--- config.mk ---
export PLATFORM = sky130hd
export DESIGN_NAME = sun_vector_estimator_core_flat
export DESIGN_NICKNAME = d
export VERILOG_FILES = /design/src/sve_pkg.sv /design/src/sve_if.sv /design/src/sve_alu.sv /design/src/sun_vector_estimator_core.sv /design/src/flat_wrapper.sv
export SDC_FILE = /design/constraint.sdc
export NUM_CORES = 1
export LEC_CHECK = 0
export BUFFER_PORTS_ARGS = -buffer_cell sky130_fd_sc_hd__buf_2
export CORE_ASPECT_RATIO = 0.9
export CORE_MARGIN = 3
export CORE_UTILIZATION = 60
export DETAILED_ROUTE_END_ITERATION = 6
export PLACE_DENSITY = 0.79
export SLEW_MARGIN = 20
export SYNTH_ARGS = -nofsm -noshare
export SYNTH_HDL_FRONTEND = slang
export SYNTH_SLANG_ARGS = --single-unit
--- constraint.sdc ---
create_clock -name clock -period 20.2 [get_ports clock]
set_clock_uncertainty 0.1 [all_clocks]
set_input_delay 4.04 -clock clock [delete_from_list [all_inputs] [get_ports clock]]
set_output_delay 4.04 -clock clock [all_outputs]
set_load 0.03 [all_outputs]
--- src/sve_pkg.sv ---
// Shared types and constants for the sun vector estimator.
// No dependencies; every other file of the block uses this package.
`default_nettype none

package sve_pkg;

   // Default widths of the panel samples and of the component fraction
   localparam int READING_BITS_DEF = 12;
   localparam int FRAC_BITS_DEF    = 14;

   // Fixed field widths
   localparam int GAIN_BITS      = 8;
   localparam int GAIN_FRAC      = 7;
   localparam int PANEL_COUNT    = 6;
   localparam int NUM_AXES       = 3;
   localparam int COMP_BITS      = 16;
   localparam int MAG_BITS       = 14;
   localparam int THRESH_BITS    = 14;
   localparam int STATUS_BITS    = 2;
   localparam int CSR_INDEX_BITS = 3;
   localparam int CSR_DATA_BITS  = 48;

   // Register reset values: unity gains, thresholds near 10% and 15% of full sun
   localparam logic [CSR_DATA_BITS-1:0] GAINS_RESET    = 48'h8080_8080_8080;
   localparam logic [THRESH_BITS-1:0]   SUN_MIN_RESET  = 14'd124;
   localparam logic [THRESH_BITS-1:0]   MAG_LOW_RESET  = 14'd124;
   localparam logic [THRESH_BITS-1:0]   MAG_HIGH_RESET = 14'd186;
   localparam logic [MAG_BITS-1:0]      MAG_MAX        = 14'h3FFF;

   // Panel slots in sample order
   localparam logic [2:0] PANEL_Z_PLUS  = 3'd4;
   localparam logic [2:0] PANEL_Z_MINUS = 3'd5;
   localparam logic [2:0] PANEL_LAST    = 3'd5;
   localparam logic [2:0] AXIS_LAST     = 3'd2;

   typedef enum logic [CSR_INDEX_BITS-1:0] {
      CSR_GAINS     = 3'd0,
      CSR_SIX_PANEL = 3'd1,
      CSR_SUN_MIN   = 3'd2,
      CSR_MAG_LOW   = 3'd3,
      CSR_MAG_HIGH  = 3'd4
   } csr_index_type;

   typedef enum logic [STATUS_BITS-1:0] {
      STATUS_FOUND     = 2'd0,
      STATUS_NOT_FOUND = 2'd1,
      STATUS_DARK      = 2'd2
   } sun_status_type;

   typedef enum logic {
      ALU_MUL = 1'b0,
      ALU_SUB = 1'b1
   } alu_op_type;

endpackage

`default_nettype wire

--- src/sve_if.sv ---
// Valid/ready channel interfaces for panel sample and result transactions.
// Depends on sve_pkg for default and fixed field widths.
`default_nettype none

interface sve_req_if #(parameter int READING_BITS = sve_pkg::READING_BITS_DEF);
   logic                    valid;
   logic                    ready;
   logic [READING_BITS-1:0] reading_x_plus;
   logic [READING_BITS-1:0] reading_x_minus;
   logic [READING_BITS-1:0] reading_y_plus;
   logic [READING_BITS-1:0] reading_y_minus;
   logic [READING_BITS-1:0] reading_z_plus;
   logic [READING_BITS-1:0] reading_z_minus;

   modport source (output valid, output reading_x_plus, output reading_x_minus,
                   output reading_y_plus, output reading_y_minus,
                   output reading_z_plus, output reading_z_minus, input ready);
   modport sink (input valid, input reading_x_plus, input reading_x_minus,
                 input reading_y_plus, input reading_y_minus,
                 input reading_z_plus, input reading_z_minus, output ready);
endinterface

interface sve_rsp_if;
   logic                                 valid;
   logic                                 ready;
   logic signed [sve_pkg::COMP_BITS-1:0] x_comp;
   logic signed [sve_pkg::COMP_BITS-1:0] y_comp;
   logic signed [sve_pkg::COMP_BITS-1:0] z_comp;
   logic [sve_pkg::MAG_BITS-1:0]         magnitude;
   logic [sve_pkg::STATUS_BITS-1:0]      sun_status;

   modport source (output valid, output x_comp, output y_comp, output z_comp,
                   output magnitude, output sun_status, input ready);
   modport sink (input valid, input x_comp, input y_comp, input z_comp,
                 input magnitude, input sun_status, output ready);
endinterface

`default_nettype wire

--- src/sve_alu.sv ---
// Shared arithmetic unit: one multiplier for gains and squares, one
// compare-and-subtract for the root and divide iterations. Uses sve_pkg.
`default_nettype none

module sve_alu #(
   parameter int WIDTH = 28
) (
   input  sve_pkg::alu_op_type op,
   input  logic [WIDTH-1:0]    opa,
   input  logic [WIDTH-1:0]    opb,
   output logic [WIDTH-1:0]    result,
   output logic                ge
);
   import sve_pkg::*;

   localparam int HALF = WIDTH / 2;

   logic [WIDTH:0] diff;

   // Trial subtract; the borrow tells whether opa >= opb
   always_comb begin
      diff = {1'b0, opa} - {1'b0, opb};
      ge   = ~diff[WIDTH];
      case (op)
         ALU_MUL: result = WIDTH'(opa[HALF-1:0]) * WIDTH'(opb[HALF-1:0]);
         ALU_SUB: result = diff[WIDTH-1:0];
         default: result = '0;
      endcase
   end

endmodule

`default_nettype wire

--- src/sun_vector_estimator_core.sv ---
// Sun vector estimator: six panel samples in, unit vector, magnitude and status out.
// The shared unit sets the pace: one multiply per panel and axis, one root bit per cycle,
// one quotient bit per cycle. One transaction at a time: a new one is accepted only in idle,
// after the result has been loaded into the output register. Synchronous reset: idle, dark,
// registers at defaults.
`default_nettype none

module sun_vector_estimator_core #(
   parameter int READING_BITS        = sve_pkg::READING_BITS_DEF,
   parameter int COMPONENT_FRAC_BITS = sve_pkg::FRAC_BITS_DEF
) (
   input  logic                                clock,
   input  logic                                reset,
   sve_req_if.sink                             req_chan,
   sve_rsp_if.source                           rsp_chan,
   input  logic                                csr_write_en,
   input  logic [sve_pkg::CSR_INDEX_BITS-1:0]  csr_index,
   input  logic [sve_pkg::CSR_DATA_BITS-1:0]   csr_write_data
);
   import sve_pkg::*;

   localparam int SB       = READING_BITS + 1;       // scaled sample and difference
   localparam int RB       = SB + 1;                 // root
   localparam int W        = 2 * RB;                 // sum of squares, unit width
   localparam int F        = COMPONENT_FRAC_BITS;
   localparam int STEP_MAX = (RB > F + 1) ? RB : F + 1;
   localparam int STEP_W   = $clog2(STEP_MAX);
   localparam int CMP_W    = (RB > THRESH_BITS) ? RB : THRESH_BITS;
   localparam int CW       = (F + 2 > COMP_BITS) ? F + 2 : COMP_BITS;
   localparam logic [W-1:0] BIT_INIT = W'(1) << (W - 2);
   localparam logic [F:0]   Q_ONE    = {1'b1, {F{1'b0}}};

   typedef enum logic [5:0] {
      ST_IDLE   = 6'b000001,
      ST_SCALE  = 6'b000010,
      ST_SQUARE = 6'b000100,
      ST_ROOT   = 6'b001000,
      ST_DIVIDE = 6'b010000,
      ST_FINISH = 6'b100000
   } state_type;

   // Control and configuration registers
   state_type                 state_ff, state_in;
   logic [2:0]                idx_ff, idx_in;
   logic [STEP_W-1:0]         step_ff, step_in;
   logic                      lit_ff, lit_in;
   logic                      rsp_valid_ff, rsp_valid_in;
   logic [CSR_DATA_BITS-1:0]  csr_gains_ff, csr_gains_in;
   logic                      csr_six_ff, csr_six_in;
   logic [THRESH_BITS-1:0]    csr_sun_min_ff, csr_sun_min_in;
   logic [THRESH_BITS-1:0]    csr_mag_low_ff, csr_mag_low_in;
   logic [THRESH_BITS-1:0]    csr_mag_high_ff, csr_mag_high_in;

   // Datapath registers
   logic [READING_BITS-1:0]   rd_ff [PANEL_COUNT];
   logic [READING_BITS-1:0]   rd_in [PANEL_COUNT];
   logic [SB-1:0]             plus_ff, plus_in;
   logic [SB-1:0]             diff_ff [NUM_AXES];
   logic [SB-1:0]             diff_in [NUM_AXES];
   logic [NUM_AXES-1:0]       neg_ff, neg_in;
   logic                      zp_ok_ff, zp_ok_in;
   logic [W-1:0]              sum_ff, sum_in;
   logic [W-1:0]              res_ff, res_in;
   logic [W-1:0]              bit_ff, bit_in;
   logic [RB-1:0]             mag_ff, mag_in;
   logic [RB:0]               r_ff, r_in;
   logic [F:0]                q_ff, q_in;
   logic [COMP_BITS-1:0]      comp_ff [NUM_AXES];
   logic [COMP_BITS-1:0]      comp_in [NUM_AXES];
   logic [COMP_BITS-1:0]      rsp_x_ff, rsp_x_in;
   logic [COMP_BITS-1:0]      rsp_y_ff, rsp_y_in;
   logic [COMP_BITS-1:0]      rsp_z_ff, rsp_z_in;
   logic [MAG_BITS-1:0]       rsp_mag_ff, rsp_mag_in;
   logic [STATUS_BITS-1:0]    rsp_status_ff, rsp_status_in;

   // Shared unit connections and helpers
   alu_op_type                alu_op;
   logic [W-1:0]              alu_a, alu_b, alu_result;
   logic                      alu_ge;
   logic                      req_fire;
   logic [GAIN_BITS-1:0]      gain;
   logic [SB-1:0]             scaled;
   logic [SB-1:0]             abs_diff;
   logic [W-1:0]              root_next;
   logic [RB:0]               r_cur;
   logic [F:0]                q_final, q_sel;
   logic signed [CW-1:0]      comp_full;
   logic [CMP_W-1:0]          mag_ext, mag_root_ext;

   assign req_fire       = req_chan.valid && req_chan.ready;
   assign req_chan.ready = (state_ff == ST_IDLE);

   assign rsp_chan.valid      = rsp_valid_ff;
   assign rsp_chan.x_comp     = rsp_x_ff;
   assign rsp_chan.y_comp     = rsp_y_ff;
   assign rsp_chan.z_comp     = rsp_z_ff;
   assign rsp_chan.magnitude  = rsp_mag_ff;
   assign rsp_chan.sun_status = rsp_status_ff;

   // Configuration writes; unknown indexes are dropped
   always_comb begin
      csr_gains_in    = csr_gains_ff;
      csr_six_in      = csr_six_ff;
      csr_sun_min_in  = csr_sun_min_ff;
      csr_mag_low_in  = csr_mag_low_ff;
      csr_mag_high_in = csr_mag_high_ff;
      if (csr_write_en) begin
         case (csr_index)
            CSR_GAINS:     csr_gains_in    = csr_write_data;
            CSR_SIX_PANEL: csr_six_in      = csr_write_data[0];
            CSR_SUN_MIN:   csr_sun_min_in  = csr_write_data[THRESH_BITS-1:0];
            CSR_MAG_LOW:   csr_mag_low_in  = csr_write_data[THRESH_BITS-1:0];
            CSR_MAG_HIGH:  csr_mag_high_in = csr_write_data[THRESH_BITS-1:0];
            default: ;
         endcase
      end
   end

   // Operand selection for the shared unit
   always_comb begin
      gain  = csr_gains_ff[{idx_ff, 3'b000} +: GAIN_BITS];
      r_cur = (step_ff == '0) ? {2'b00, diff_ff[idx_ff[1:0]]} : {r_ff[RB-1:0], 1'b0};
      alu_op = ALU_MUL;
      alu_a  = '0;
      alu_b  = '0;
      case (state_ff)
         ST_SCALE: begin
            alu_op = ALU_MUL;
            alu_a  = W'(rd_ff[idx_ff]);
            alu_b  = W'(gain);
         end
         ST_SQUARE: begin
            alu_op = ALU_MUL;
            alu_a  = W'(diff_ff[idx_ff[1:0]]);
            alu_b  = W'(diff_ff[idx_ff[1:0]]);
         end
         ST_ROOT: begin
            alu_op = ALU_SUB;
            alu_a  = sum_ff;
            alu_b  = res_ff | bit_ff;
         end
         ST_DIVIDE: begin
            alu_op = ALU_SUB;
            alu_a  = W'(r_cur);
            alu_b  = W'(mag_ff);
         end
         default: ;
      endcase
   end

   sve_alu #(.WIDTH(W)) u_alu (
      .op     (alu_op),
      .opa    (alu_a),
      .opb    (alu_b),
      .result (alu_result),
      .ge     (alu_ge)
   );

   // Scaled panel value, absolute difference, root step and quotient shaping
   always_comb begin
      scaled = alu_result[GAIN_FRAC +: SB];
      if (idx_ff == PANEL_Z_MINUS && !csr_six_ff) begin
         scaled = '0;
      end
      abs_diff     = (plus_ff >= scaled) ? plus_ff - scaled : scaled - plus_ff;
      root_next    = alu_ge ? ((res_ff >> 1) | bit_ff) : (res_ff >> 1);
      mag_root_ext = CMP_W'(root_next[RB-1:0]);
      mag_ext      = CMP_W'(mag_ff);
      q_final      = {q_ff[F-1:0], alu_ge};
      q_sel        = (q_final > Q_ONE) ? Q_ONE : q_final;
      if (mag_ff == '0) begin
         comp_full = '0;
      end else if (neg_ff[idx_ff[1:0]]) begin
         comp_full = -$signed(CW'(q_sel));
      end else begin
         comp_full = $signed(CW'(q_sel));
      end
   end

   // Sequencer
   always_comb begin
      state_in      = state_ff;
      idx_in        = idx_ff;
      step_in       = step_ff;
      lit_in        = lit_ff;
      rd_in         = rd_ff;
      plus_in       = plus_ff;
      diff_in       = diff_ff;
      neg_in        = neg_ff;
      zp_ok_in      = zp_ok_ff;
      sum_in        = sum_ff;
      res_in        = res_ff;
      bit_in        = bit_ff;
      mag_in        = mag_ff;
      r_in          = r_ff;
      q_in          = q_ff;
      comp_in       = comp_ff;
      rsp_valid_in  = rsp_valid_ff && !rsp_chan.ready;
      rsp_x_in      = rsp_x_ff;
      rsp_y_in      = rsp_y_ff;
      rsp_z_in      = rsp_z_ff;
      rsp_mag_in    = rsp_mag_ff;
      rsp_status_in = rsp_status_ff;
      case (state_ff)
         ST_IDLE: begin
            if (req_fire) begin
               rd_in[0] = req_chan.reading_x_plus;
               rd_in[1] = req_chan.reading_x_minus;
               rd_in[2] = req_chan.reading_y_plus;
               rd_in[3] = req_chan.reading_y_minus;
               rd_in[4] = req_chan.reading_z_plus;
               rd_in[5] = req_chan.reading_z_minus;
               idx_in   = '0;
               sum_in   = '0;
               res_in   = '0;
               bit_in   = BIT_INIT;
               state_in = ST_SCALE;
            end
         end
         // One panel per cycle; pair each minus panel with its plus panel
         ST_SCALE: begin
            if (!idx_ff[0]) begin
               plus_in = scaled;
            end else begin
               diff_in[idx_ff[2:1]] = abs_diff;
               neg_in[idx_ff[2:1]]  = scaled > plus_ff;
            end
            if (idx_ff == PANEL_Z_PLUS) begin
               zp_ok_in = csr_six_ff || (CMP_W'(scaled) >= CMP_W'(csr_sun_min_ff));
            end
            if (idx_ff == PANEL_LAST) begin
               idx_in   = '0;
               state_in = ST_SQUARE;
            end else begin
               idx_in = idx_ff + 3'd1;
            end
         end
         // Accumulate the sum of squares
         ST_SQUARE: begin
            sum_in = sum_ff + alu_result;
            if (idx_ff == AXIS_LAST) begin
               step_in  = '0;
               state_in = ST_ROOT;
            end else begin
               idx_in = idx_ff + 3'd1;
            end
         end
         // One root bit per cycle, then update the lit/dark hysteresis
         ST_ROOT: begin
            if (alu_ge) begin
               sum_in = alu_result;
            end
            res_in = root_next;
            bit_in = bit_ff >> 2;
            if (step_ff == STEP_W'(RB - 1)) begin
               mag_in = root_next[RB-1:0];
               if (lit_ff && mag_root_ext < CMP_W'(csr_mag_low_ff)) begin
                  lit_in = 1'b0;
               end else if (!lit_ff && mag_root_ext > CMP_W'(csr_mag_high_ff)) begin
                  lit_in = 1'b1;
               end
               step_in  = '0;
               idx_in   = '0;
               state_in = ST_DIVIDE;
            end else begin
               step_in = step_ff + STEP_W'(1);
            end
         end
         // One quotient bit per cycle, one axis after another
         ST_DIVIDE: begin
            r_in = alu_ge ? alu_result[RB:0] : r_cur;
            q_in = q_final;
            if (step_ff == STEP_W'(F)) begin
               comp_in[idx_ff[1:0]] = comp_full[COMP_BITS-1:0];
               step_in = '0;
               if (idx_ff == AXIS_LAST) begin
                  state_in = ST_FINISH;
               end else begin
                  idx_in = idx_ff + 3'd1;
               end
            end else begin
               step_in = step_ff + STEP_W'(1);
            end
         end
         // Load the output register once the previous transaction has left
         ST_FINISH: begin
            if (!rsp_valid_ff || rsp_chan.ready) begin
               rsp_valid_in = 1'b1;
               rsp_x_in     = comp_ff[0];
               rsp_y_in     = comp_ff[1];
               rsp_z_in     = comp_ff[2];
               rsp_mag_in   = (mag_ext > CMP_W'(MAG_MAX)) ? MAG_MAX : mag_ext[MAG_BITS-1:0];
               if (!lit_ff) begin
                  rsp_status_in = STATUS_DARK;
               end else if (zp_ok_ff) begin
                  rsp_status_in = STATUS_FOUND;
               end else begin
                  rsp_status_in = STATUS_NOT_FOUND;
               end
               state_in = ST_IDLE;
            end
         end
         default: state_in = ST_IDLE;
      endcase
   end

   // Control state with reset
   always_ff @(posedge clock) begin
      if (reset) begin
         state_ff        <= ST_IDLE;
         idx_ff          <= '0;
         step_ff         <= '0;
         lit_ff          <= 1'b0;
         rsp_valid_ff    <= 1'b0;
         csr_gains_ff    <= GAINS_RESET;
         csr_six_ff      <= 1'b1;
         csr_sun_min_ff  <= SUN_MIN_RESET;
         csr_mag_low_ff  <= MAG_LOW_RESET;
         csr_mag_high_ff <= MAG_HIGH_RESET;
      end else begin
         state_ff        <= state_in;
         idx_ff          <= idx_in;
         step_ff         <= step_in;
         lit_ff          <= lit_in;
         rsp_valid_ff    <= rsp_valid_in;
         csr_gains_ff    <= csr_gains_in;
         csr_six_ff      <= csr_six_in;
         csr_sun_min_ff  <= csr_sun_min_in;
         csr_mag_low_ff  <= csr_mag_low_in;
         csr_mag_high_ff <= csr_mag_high_in;
      end
   end

   // Payload registers
   always_ff @(posedge clock) begin
      rd_ff         <= rd_in;
      plus_ff       <= plus_in;
      diff_ff       <= diff_in;
      neg_ff        <= neg_in;
      zp_ok_ff      <= zp_ok_in;
      sum_ff        <= sum_in;
      res_ff        <= res_in;
      bit_ff        <= bit_in;
      mag_ff        <= mag_in;
      r_ff          <= r_in;
      q_ff          <= q_in;
      comp_ff       <= comp_in;
      rsp_x_ff      <= rsp_x_in;
      rsp_y_ff      <= rsp_y_in;
      rsp_z_ff      <= rsp_z_in;
      rsp_mag_ff    <= rsp_mag_in;
      rsp_status_ff <= rsp_status_in;
   end

`ifndef NO_ASSERTIONS
   // An accepted transaction starts the gain pass
   a_start_scale: assert property (@(posedge clock) disable iff (reset)
      req_fire |=> state_ff == ST_SCALE)
      else $error("accepted transaction did not start scaling");

   // The divide remainder stays below a nonzero magnitude
   a_rem_bound: assert property (@(posedge clock) disable iff (reset)
      (state_ff == ST_DIVIDE) && (step_ff != '0) && (mag_ff != '0) |-> r_ff < {1'b0, mag_ff})
      else $error("divide remainder not below magnitude");

   // A finished transaction with a free output register is shown next cycle
   a_finish_load: assert property (@(posedge clock) disable iff (reset)
      (state_ff == ST_FINISH) && !rsp_valid_ff |=> rsp_valid_ff && (state_ff == ST_IDLE))
      else $error("finished result not loaded into output register");
`endif

endmodule

`default_nettype wire
--- src/flat_wrapper.sv ---
// flat-port wrapper written by rule: the top's interface ports become plain ports
module sun_vector_estimator_core_flat import sve_pkg::*;
#(
   parameter int READING_BITS        = sve_pkg::READING_BITS_DEF,
   parameter int COMPONENT_FRAC_BITS = sve_pkg::FRAC_BITS_DEF
)
  (clock, reset, csr_write_en, csr_index, csr_write_data, req_chan_valid, req_chan_reading_x_plus, req_chan_reading_x_minus, req_chan_reading_y_plus, req_chan_reading_y_minus, req_chan_reading_z_plus, req_chan_reading_z_minus, req_chan_ready, rsp_chan_valid, rsp_chan_x_comp, rsp_chan_y_comp, rsp_chan_z_comp, rsp_chan_magnitude, rsp_chan_sun_status, rsp_chan_ready);
  sve_req_if #(.READING_BITS(READING_BITS)) req_chan_i ();
  sve_rsp_if rsp_chan_i ();
  input  logic clock;
  input  logic reset;
  input  logic csr_write_en;
  input  logic [sve_pkg::CSR_INDEX_BITS-1:0] csr_index;
  input  logic [sve_pkg::CSR_DATA_BITS-1:0] csr_write_data;
  input wire logic [$bits(req_chan_i.valid)-1:0] req_chan_valid;
  input wire logic [$bits(req_chan_i.reading_x_plus)-1:0] req_chan_reading_x_plus;
  input wire logic [$bits(req_chan_i.reading_x_minus)-1:0] req_chan_reading_x_minus;
  input wire logic [$bits(req_chan_i.reading_y_plus)-1:0] req_chan_reading_y_plus;
  input wire logic [$bits(req_chan_i.reading_y_minus)-1:0] req_chan_reading_y_minus;
  input wire logic [$bits(req_chan_i.reading_z_plus)-1:0] req_chan_reading_z_plus;
  input wire logic [$bits(req_chan_i.reading_z_minus)-1:0] req_chan_reading_z_minus;
  output wire logic [$bits(req_chan_i.ready)-1:0] req_chan_ready;
  output wire logic [$bits(rsp_chan_i.valid)-1:0] rsp_chan_valid;
  output wire logic [$bits(rsp_chan_i.x_comp)-1:0] rsp_chan_x_comp;
  output wire logic [$bits(rsp_chan_i.y_comp)-1:0] rsp_chan_y_comp;
  output wire logic [$bits(rsp_chan_i.z_comp)-1:0] rsp_chan_z_comp;
  output wire logic [$bits(rsp_chan_i.magnitude)-1:0] rsp_chan_magnitude;
  output wire logic [$bits(rsp_chan_i.sun_status)-1:0] rsp_chan_sun_status;
  input wire logic [$bits(rsp_chan_i.ready)-1:0] rsp_chan_ready;
  assign req_chan_i.valid = req_chan_valid;
  assign req_chan_i.reading_x_plus = req_chan_reading_x_plus;
  assign req_chan_i.reading_x_minus = req_chan_reading_x_minus;
  assign req_chan_i.reading_y_plus = req_chan_reading_y_plus;
  assign req_chan_i.reading_y_minus = req_chan_reading_y_minus;
  assign req_chan_i.reading_z_plus = req_chan_reading_z_plus;
  assign req_chan_i.reading_z_minus = req_chan_reading_z_minus;
  assign req_chan_ready = req_chan_i.ready;
  assign rsp_chan_valid = rsp_chan_i.valid;
  assign rsp_chan_x_comp = rsp_chan_i.x_comp;
  assign rsp_chan_y_comp = rsp_chan_i.y_comp;
  assign rsp_chan_z_comp = rsp_chan_i.z_comp;
  assign rsp_chan_magnitude = rsp_chan_i.magnitude;
  assign rsp_chan_sun_status = rsp_chan_i.sun_status;
  assign rsp_chan_i.ready = rsp_chan_ready;
  sun_vector_estimator_core #(.READING_BITS(READING_BITS), .COMPONENT_FRAC_BITS(COMPONENT_FRAC_BITS)) u_core (.clock(clock), .reset(reset), .req_chan(req_chan_i), .rsp_chan(rsp_chan_i), .csr_write_en(csr_write_en), .csr_index(csr_index), .csr_write_data(csr_write_data));
endmodule
* After elaboration in Yosys (flattened, before gate mapping)
Index checks and enable logic that the tools add are counted.
** Word-level totals
- Input port bits :: 128
- RAM bits :: 0
- Latch bits :: 0
- Memories kept :: 0
- Word-level logic and storage cells :: 190
- ROM bits :: 0
- Flip-flop bits (word level) :: 472
** Operators by class
- $mul :: 1
- Reduce and logical (&&, ||, !) cells :: 41
- Shift operators :: 1
- Div/mod/pow operators :: 0
- Bitwise gates (word level) :: 8
- Muxes and demuxes :: 58
- Order comparisons :: 15
- Add/sub/neg operators :: 7
- Equal/unequal tests :: 23
** Operators by type and width (count)
- $pmux W28 S4 :: 2
- $pmux W28 S2 :: 3
- $mux W28 :: 4
- $pmux W28 S3 :: 1
- $mux W13 :: 5
- $bwmux W48 :: 1
- $mux W16 :: 3
- $shiftx A48 B7 Y8 :: 1
- $mux W6 :: 7
- $bwmux W39 :: 1
- $bmux W12 S3 :: 1
- $pmux W6 S6 :: 1
- $demux W16 S2 :: 1
- $mux W15 :: 2
- $sub A28 B28 Y29 :: 1
- $add A28 B28 Y28 :: 1
- $mul A14 B14 Y28 :: 1
- $or A27 B28 Y28 :: 1
- $or A28 B28 Y28 :: 1
- $reduce_and A2 Y1 :: 14
- $bmux W13 S2 :: 1
- $demux W13 S2 :: 1
- $sub A13 B13 Y13 :: 2
- $mux W12 :: 2
- other kinds (52) :: 96

* Depth between registers and ports, before layout
Gate-level depths: netlist of the first run.
- Word-level depth :: 14
- Mapped depth :: 46

* Cells and area by module
Synthesis of the first run repeated with hierarchy kept, for this count alone.
** Unflattened totals
- Cells, all modules :: 2986
- Area, all modules :: 30021.3 um^2
** By module, submodules not included
- sun_vector_estimator_core :: area each 21732.1 um^2, instances 1, cells each 1973, seq. area each 12662.1 um^2
- sve_alu :: area each 8289.2 um^2, instances 1, cells each 1013, seq. area each 0.0 um^2

* Least setup slack after synthesis of the first run
No wires, ideal clock.
- Kind :: flip-flop to flip-flop
- Start point :: register u_core.state_ff[5]
- End point :: register u_core.diff_ff[10] in the netlist's numbering, data pin
- Stages on the path, launching flop included :: 43
- Library setup time :: 0.267 ns
- Path slack :: 9.394 ns
- Data arrival time :: 10.439 ns
- Path buffers :: 5
- Cell sequence :: dfxtp_1 nor4_1 nand3b_1 inv_1 clkbuf_1 clkbuf_1 a22oi_1 nand3_1 clkbuf_1 ha_1 inv_1 fa_1 fa_1 inv_1 ha_1 fa_1 fa_1 inv_1 [... 7 more ...] a21o_1 a21oi_1 xnor2_1 nor2_1 nor4_1 inv_1 ha_1 buf_2 nand4_1 nor2_1 nand4_1 a41oi_2 buf_4 mux2_2 nor4_1 o41ai_1 a21oi_1 xnor2_1
** Between the ends
- Longest elaborated chain between the ends :: 9
** Ends and longest elaborated chain
- start: declaration :: RTL line sun_vector_estimator_core.sv:43 : state_type state_ff, state_in;
- start signal: assignment :: RTL line sun_vector_estimator_core.sv:321 : state_ff <= state_in;
- parallel branches: the longest is 4 deep, another holds $mul A14 B14 Y28
- $pmux W28 S2 * :: RTL line sve_alu.sv:24 : case (op)
- $mux W13 * :: RTL line sun_vector_estimator_core.sv:162 : if (idx_ff == PANEL_Z_MINUS && !csr_six_ff) begin
- named net u_core.scaled[10] :: RTL line sun_vector_estimator_core.sv:82 : logic [SB-1:0] scaled;
- $sub A13 B13 Y13 / $ge A13 B13 Y1 (equally long branches) :: RTL line sun_vector_estimator_core.sv:165 : abs_diff = (plus_ff >= scaled) ? plus_ff - scaled : scaled - plus_ff;
- $mux W13 * :: RTL line sun_vector_estimator_core.sv:165
- named net u_core.abs_diff[10] :: RTL line sun_vector_estimator_core.sv:83 : logic [SB-1:0] abs_diff;
- $bwmux W39 * :: RTL line sun_vector_estimator_core.sv:225 : diff_in[idx_ff[2:1]] = abs_diff;
- end signal: assignment :: RTL line sun_vector_estimator_core.sv:338 : diff_ff <= diff_in;
- end: declaration :: RTL line sun_vector_estimator_core.sv:58 : logic [SB-1:0] diff_ff [NUM_AXES];
Mark *: on every way through the listed nets, which the timed path passes.
A chain may end at the register's enable or synchronous reset.

* Worst setup path in the final report of the first run
- Start point :: register u_core.state_ff[0]
- End point :: register u_core.diff_ff[23] in the netlist's numbering, data pin
The elaborated chain is that of the path after synthesis.

==> flow_metrics.py, run 1 <==
metrics = {
    "place": {
        "hpwl_um": 61300,
        "port_buffers": 193,
        "place_congestion": 1.01,
    },
    "grt": {
        "grt_max_degree": 104,
        "antenna_found_initial": 0,
        "grt_overflow": 0,
        "grt_pass1_vias": 22500,
        "grt_pass1_wl_um": 125000,
        "track_usage": 0.307,
    },
    "critical_path": {
        "reg2reg_depth": 39,
        "critical_path_required_ns": 20.40,
        "rrSetupSlack_ns": 6.91,
        "r2r-end": "u_core.diff_ff[23]",
        "r2r_start": "u_core.state_ff[0]",
        "cp_max_fo": 21,
        "max_stage_delay_ns": 0.88,
        "critPathArrivalTime_ns": 13.49,
        "start_kind": "flip-flop",
        "path_class": "flip-flop to flip-flop",
        "cpMaxStageDelayCell": "clkinv_1",
        "end_kind": "flip-flop",
    },
    "drt": {
        "wirelength_um": 80800,
        "viasPerCell": 6.08,
        "ant_nets": 0,
        "wl_per_cell_um": 21.5,
        "num_vias": 22900,
        "drt_iter0_drc": 2388,
        "first_pass_iters": 6,
        "drc": 0,
    },
    "logic_synthesis": {
        "ys_ff_latch": 457,
        "synth.avg_cell_area_um2": 10.1,
        "synth_nets": 3456,
        "synth_cell_types": 90,
        "netlist_area_um2": 29800,
        "yosys_warnings": 0,
        "yosysTopAreaCellShare": 0.354,
        "synth-edff-count": 351,
        "yosysSeqAreaShare": 0.426,
        "async_flop_share": 0,
        "synth_top_flop_cell": "edfxtp_1",
        "synthCells": 2952,
        "synth_top_cell_by_area": "edfxtp_1",
        "synthTopCellsByArea": "edfxtp_1, fa_1, ha_1, dfxtp_1, nand2_1",
    },
    "status": {
        "status": "finished clean",
    },
    "sta": {
        "min_period_ns": 13.29,
        "setup_viol": 0,
        "timing.hold.ws_ns": 0.315,
        "max_freq_ghz": 0.0752,
        "final_hold_viol_count": 0,
        "rsz0062_at_grt": "no",
        "finalCritPeriodShare": 0.658,
        "fin_setup_tns_ns": 0,
        "tightest_slew_ns": 1.17,
        "maxSlewHeadroom": 0.209,
        "drv_slew": 0,
    },
    "clock_network": {
        "cts_sinks": 457,
        "cts_tree": "yes",
        "cts_setup_buffers": 0,
        "htree_levels": 2,
        "clk_pin_slew_ns": 0.06,
        "cts_root_buf": "clkbuf_16",
        "cts.path.max_buffers": 3,
        "cts_hold_buf": 0,
        "insertion_delay_ns": 0.58,
        "cts_buffers": 46,
        "post_cts_resized": 0,
    },
    "die": {
        "die_h_um": 217,
        "die_w_um": 241,
        "start_util": 0.615,
        "core_area_um2": 48400,
        "row_count": 76,
        "dieArea_um2": 52300,
        "num_io_pins": 194,
    },
    "layout": {
        "final_net_count": 3603,
        "antenna_cells": 0,
        "drive_above_1_share": 0.117,
        "area_growth_pct": 10.2,
    },
    "min_path": {
        "hold_start": "u_core.comp_ff[1]",
        "whs_endpoint": "u_core.rsp_chan.z_comp[1]",
        "whs_path_depth": 0,
        "hp-class": "flip-flop to flip-flop",
    },
    "power_and_ir_drop": {
        "pwr_density_cell_nw_per_um2": 69.0,
        "leakagePower_nw": 13.7,
        "max-vdd-ir-drop_v": 0.0000859,
    },
    "run": {
        "cap_viol_max_count": 0,
    },
}
cell families (layout without fill, tap and decap cells):
| logic type | Yosys count | after routing | synth area share |
|---|---|---|---|
| AND/OR/NAND/NOR | 955 | 955 | 0.146 |
| AO/OA/AOI/OAI | 574 | 574 | 0.124 |
| flip-flops | 457 | 457 | 0.426 |
| buffers and inverters | 420 | 605 | 0.0547 |
| adder cells (fa/ha/maj) | 376 | 376 | 0.195 |
| XOR/XNOR | 86 | 86 | 0.0258 |
| multiplexers | 84 | 84 | 0.0293 |
power by group:
group | internal (mW) | switching, mW
registers | 1.06 | 0.0155
clock network | 0.473 | 0.369
logic | 0.121 | 0.229
total | 1.65 | 0.613
sequential cells by signal, indices dropped and copies added (netlist names), 13 cells and up:
name / cells
u_core.csr_mag_high_ff: 14
u_core.sum_ff: 28
u_core.diff_ff: 39
u_core.rsp_chan.z_comp: 16
u_core.res_ff: 27
u_core.rsp_chan.x_comp: 16
u_core.comp_ff: 48
u_core.mag_ext: 14
u_core.rsp_chan.y_comp: 16
u_core.csr_mag_low_ff: 14
u_core.q_ff: 14
u_core.csr_sun_min_ff: 14
u_core.rsp_chan.magnitude: 14
u_core.bit_ff: 14
u_core.plus_ff: 13
u_core.r_ff: 14
u_core.csr_gains_ff: 48
u_core.rd_ff: 72
cell usage after synthesis, types with 14 or more instances:
cell type	count
nand2_1	431
edfxtp_1	351
inv_1	278
nor2_1	245
ha_1	231
a21oi_1	210
fa_1	145
dfxtp_1	106
clkbuf_1	100
o21ai_0	90
mux2i_1	76
and2_1	56
xnor2_1	55
a21o_1	48
nor2b_1	41
o211ai_1	33
xor2_1	30
nand3_1	29
nor3_1	24
nand2b_1	22
nand3b_1	22
o22ai_1	21
a211oi_1	19
a31oi_1	17
buf_1	14
cell usage in the layout (no fill, tap or decap), drive strengths merged, types with 19 or more instances in the layout:
cell and count:
a211oi 19, a21o 48, a21oi 212, a31oi 19
and2 57, buf 232, clkbuf 56, clkinv 27
dfxtp 106, edfxtp 351, fa 145, ha 231
inv 284, mux2i 76, nand2 431, nand2b 22
nand3 29, nand3b 22, nor2 245, nor2b 41
nor3 26, o211ai 33, o21ai 97, o22ai 21
xnor2 55, xor2 30
worst max-delay path: cells and delay by family (launching register included):
family / cells / cell delay, ns
buf+inv: 7 / 1.53
fa+ha+maj: 9 / 4.17
compound gates: 11 / 2.97
simple gates: 9 / 3.18
flops: 1 / 0.43
xor+xnor: 2 / 0.24
mux: 1 / 0.36
worst max-delay path by stage:
stage	from	end	depth (start not counted)	slack, ns
2_1_floorplan	u_core.state_ff[5]	u_core.diff_ff[10]	42	9.39
4_1_cts	u_core.state_ff[0]	u_core.diff_ff[23]	39	7.05
6_report	u_core.state_ff[0]	u_core.diff_ff[23]	39	6.91
3_5_place_dp	u_core.state_ff[0]	u_core.diff_ff[10]	39	7.08
5_1_grt	u_core.state_ff[0]	u_core.diff_ff[23]	42	6.23
3_3_place_gp	u_core.state_ff[0]	u_core.diff_ff[10]	39	7.52
stage by stage:
| step | power (mW) | cells | area, um^2 | util | worst slack (ns) |
|---|---|---|---|---|---|
| 2_1_floorplan | 1.33 | 2952 | 29800 | - | 9.39 |
| 3_3_place_gp | 1.42 | 3675 | 31300 | 0.647 | 7.52 |
| 3_5_place_dp | 1.43 | 3675 | 31300 | 0.647 | 7.08 |
| 4_1_cts | 2.27 | 3761 | 32800 | 0.677 | 7.05 |
| 5_1_grt | 2.35 | 3761 | 32800 | 0.678 | 6.23 |
| 6_report | 2.26 | 3761 | 32800 | 0.678 | 6.91 |
final cells by class:
cell class | instances | area (um^2)
clock buffers | 56 | 1220
repair buffers | 232 | 1260
inverters | 287 | 1080
clock inverters | 30 | 260
fillers | 3655 | 15600
well taps | 624 | 781
flip-flops and latches | 457 | 12700
multi-input cells | 2075 | 15500
per-layer routing:
layer,vias to the layer above,share of wire,GRT usage
met1,11100,0.42,0.430
met3,182,0.095,0.0635
li1,10500,-,-
met2,1091,0.46,0.486
met5,-,0,0
met4,0,0.031,0.0970
No activity file was read; power rests on OpenSTA's default activity.
==> run 2: changes to the inputs <==
--- a/config.mk
+++ b/config.mk
@@ -8,9 +8,9 @@
 export BUFFER_PORTS_ARGS = -buffer_cell sky130_fd_sc_hd__buf_2
 export CORE_ASPECT_RATIO = 0.9
 export CORE_MARGIN = 3
-export CORE_UTILIZATION = 60
+export CORE_UTILIZATION = 56
 export DETAILED_ROUTE_END_ITERATION = 6
-export PLACE_DENSITY = 0.79
+export PLACE_DENSITY = 0.77
 export SLEW_MARGIN = 20
 export SYNTH_ARGS = -nofsm -noshare
 export SYNTH_HDL_FRONTEND = slang
==> constraint.sdc (replaced) <==
create_clock -name clock -period 11.23 [get_ports clock]
set_clock_uncertainty 0.1 [all_clocks]
set_input_delay 2.246 -clock clock [delete_from_list [all_inputs] [get_ports clock]]
set_output_delay 2.246 -clock clock [all_outputs]
set_load 0.03 [all_outputs]
==> run 2 against run 1 <==
  * Combinational power increased by 88%
  * Global-route usage decreased by 1.6 points
  * Count of clock-buffer cells in the layout increased by 5
  * Critical endpoint is now u_core.diff_ff[36]
==> flow_metrics.py, run 2 (same netlist as run 1, synthesis figures left out) <==
metrics = {
    "layout": {
        "largest_reg_flops": 72,
        "stdcell_count": 3886,
        "area_growth_pct": 13.2,
        "final_net_count": 3664,
        "antenna_cells": 0,
        "layout_common_cells": "nand2_1, edfxtp_1, inv_1",
        "final_common_cell": "nand2_1",
        "drive_above_1_share": 0.140,
        "reg_top3": "u_core.rd_ff x72, u_core.comp_ff x48, u_core.csr_gains_ff x48",
        "utilization": 0.647,
        "regMostFlops": "u_core.rd_ff",
    },
    "place": {
        "hpwl_um": 63300,
        "place_inst": 3780,
        "place_congestion": 0.979,
        "dp_slack_ns": -0.243,
        "port_buffers": 193,
    },
    "grt": {
        "antenna_found_initial": 0,
        "grt_overflow": 0,
        "grt_pass1_vias": 22800,
        "grt_max_degree": 104,
        "grt_pass1_wl_um": 128000,
        "track_usage": 0.291,
    },
    "critical_path": {
        "critical_path_required_ns": 11.46,
        "cpMaxStageDelayCell": "or4_1",
        "end_kind": "flip-flop",
        "cp_common_cell": "fa_1",
        "crit_buf_inv": 8,
        "max_stage_delay_ns": 0.60,
        "path_class": "flip-flop to flip-flop",
        "critPathTopFamily": "adder cells",
        "cp_max_fo": 14,
        "critPathArrivalTime_ns": 10.89,
        "start_kind": "flip-flop",
    },
    "die": {
        "row_count": 79,
        "die_w_um": 249,
        "num_io_pins": 194,
        "start_util": 0.571,
        "dieArea_um2": 55900,
        "die_h_um": 225,
        "core_area_um2": 52100,
    },
    "sta": {
        "final_hold_viol_count": 0,
        "finalCritPeriodShare": 0.949,
        "setup_slack_ns": 0.572,
        "tightest_slew_ns": 1.06,
        "maxSlewHeadroom": 0.296,
        "setup_viol": 0,
        "rsz0062_at_grt": "no",
        "max_freq_ghz": 0.0938,
        "min_period_ns": 10.66,
        "drv_slew": 0,
        "timing.hold.ws_ns": 0.314,
    },
    "power_and_ir_drop": {
        "pwr_density_cell_nw_per_um2": 127,
        "leakagePower_nw": 14.1,
        "max-vdd-ir-drop_v": 0.000149,
    },
    "clock_network": {
        "insertion_delay_ns": 0.60,
        "clk_pin_slew_ns": 0.06,
        "cts_buffers": 47,
        "cts.path.max_buffers": 3,
        "htree_levels": 2,
        "cts_tree": "yes",
        "cts_root_buf": "clkbuf_16",
        "cts_sinks": 457,
    },
    "drt": {
        "drt_iter0_drc": 2316,
        "drc": 0,
        "num_vias": 23200,
        "viasPerCell": 5.98,
        "first_pass_iters": 6,
        "wirelength_um": 83100,
        "ant_nets": 0,
        "wl_per_cell_um": 21.4,
    },
    "status": {
        "status": "finished clean",
    },
    "run": {
        "cap_viol_max_count": 0,
    },
    "min_path": {
        "hp-class": "flip-flop to flip-flop",
    },
}
## run 2: cell types whose count changed in the layout (fill, tap and decap cells not counted), sizes merged
cell / change
clkinv: -7
inv: -7
clkbuf: +5
bufinv: +5
buf: +59
and3b: +1
clkinvlp: +5
## run 2: per-layer routing
metal / vias up / global-route usage / part of all wire
met5: - / 0 / 0
met4: 0 / 0.0683 / 0.024
met1: 11400 / 0.423 / 0.43
li1: 10600 / - / -
met2: 1086 / 0.468 / 0.46
met3: 134 / 0.0405 / 0.085
## run 2: cell type report
class / instances / area, um^2
Clock buffer: 61 / 1290
Timing Repair Buffer: 291 / 1750
Clock inverter: 26 / 388
Multi-Input combinational cell: 2076 / 15600
Sequential cell: 457 / 12700
Inverter: 287 / 1100
Tap cell: 688 / 861
Fill cell: 4048 / 18400
## run 2: where the power goes
group          leakage (nW)  total [mW]  switching (mW)  internal [mW]
combinational          9.17       0.656           0.425          0.231
sequential             4.14        1.93          0.0308           1.90
clock                 0.812        1.69           0.680           1.01
total                  14.1        4.27            1.14           3.14
## run 2: path summary, 6_finish.rpt
path / from / to / slack [ns] / cells past startpoint
setup / recovery: u_core.state_ff[5] / u_core.diff_ff[36] / 0.57 / 38
hold / removal: u_core.comp_ff[5] / u_core.rsp_chan.z_comp[5] / 0.31 / 0
setup reg to reg: u_core.state_ff[5] / u_core.diff_ff[36] / 0.57 / 38
hold reg to reg: u_core.comp_ff[5] / u_core.rsp_chan.z_comp[5] / 0.31 / 0
## run 2: repair_timing
action	4_1_cts	5_1_grt
hold buffers	0	0
cloned	0	1
setup buffers	2	16
resized for setup	4	27
endpoints found under the setup margin	15	21
pin swaps	1	4
## run 2: through the flow
step / total power, mW / cell area (um^2) / TNS [ns]
finish: 4.27 / 33700 / 0
CTS: 4.27 / 33400 / 0
global route: 4.43 / 33700 / 0
floorplan: 2.40 / 29800 / 0
detailed placement: 2.59 / 31700 / -1.83
global placement: 2.57 / 31700 / -0.402
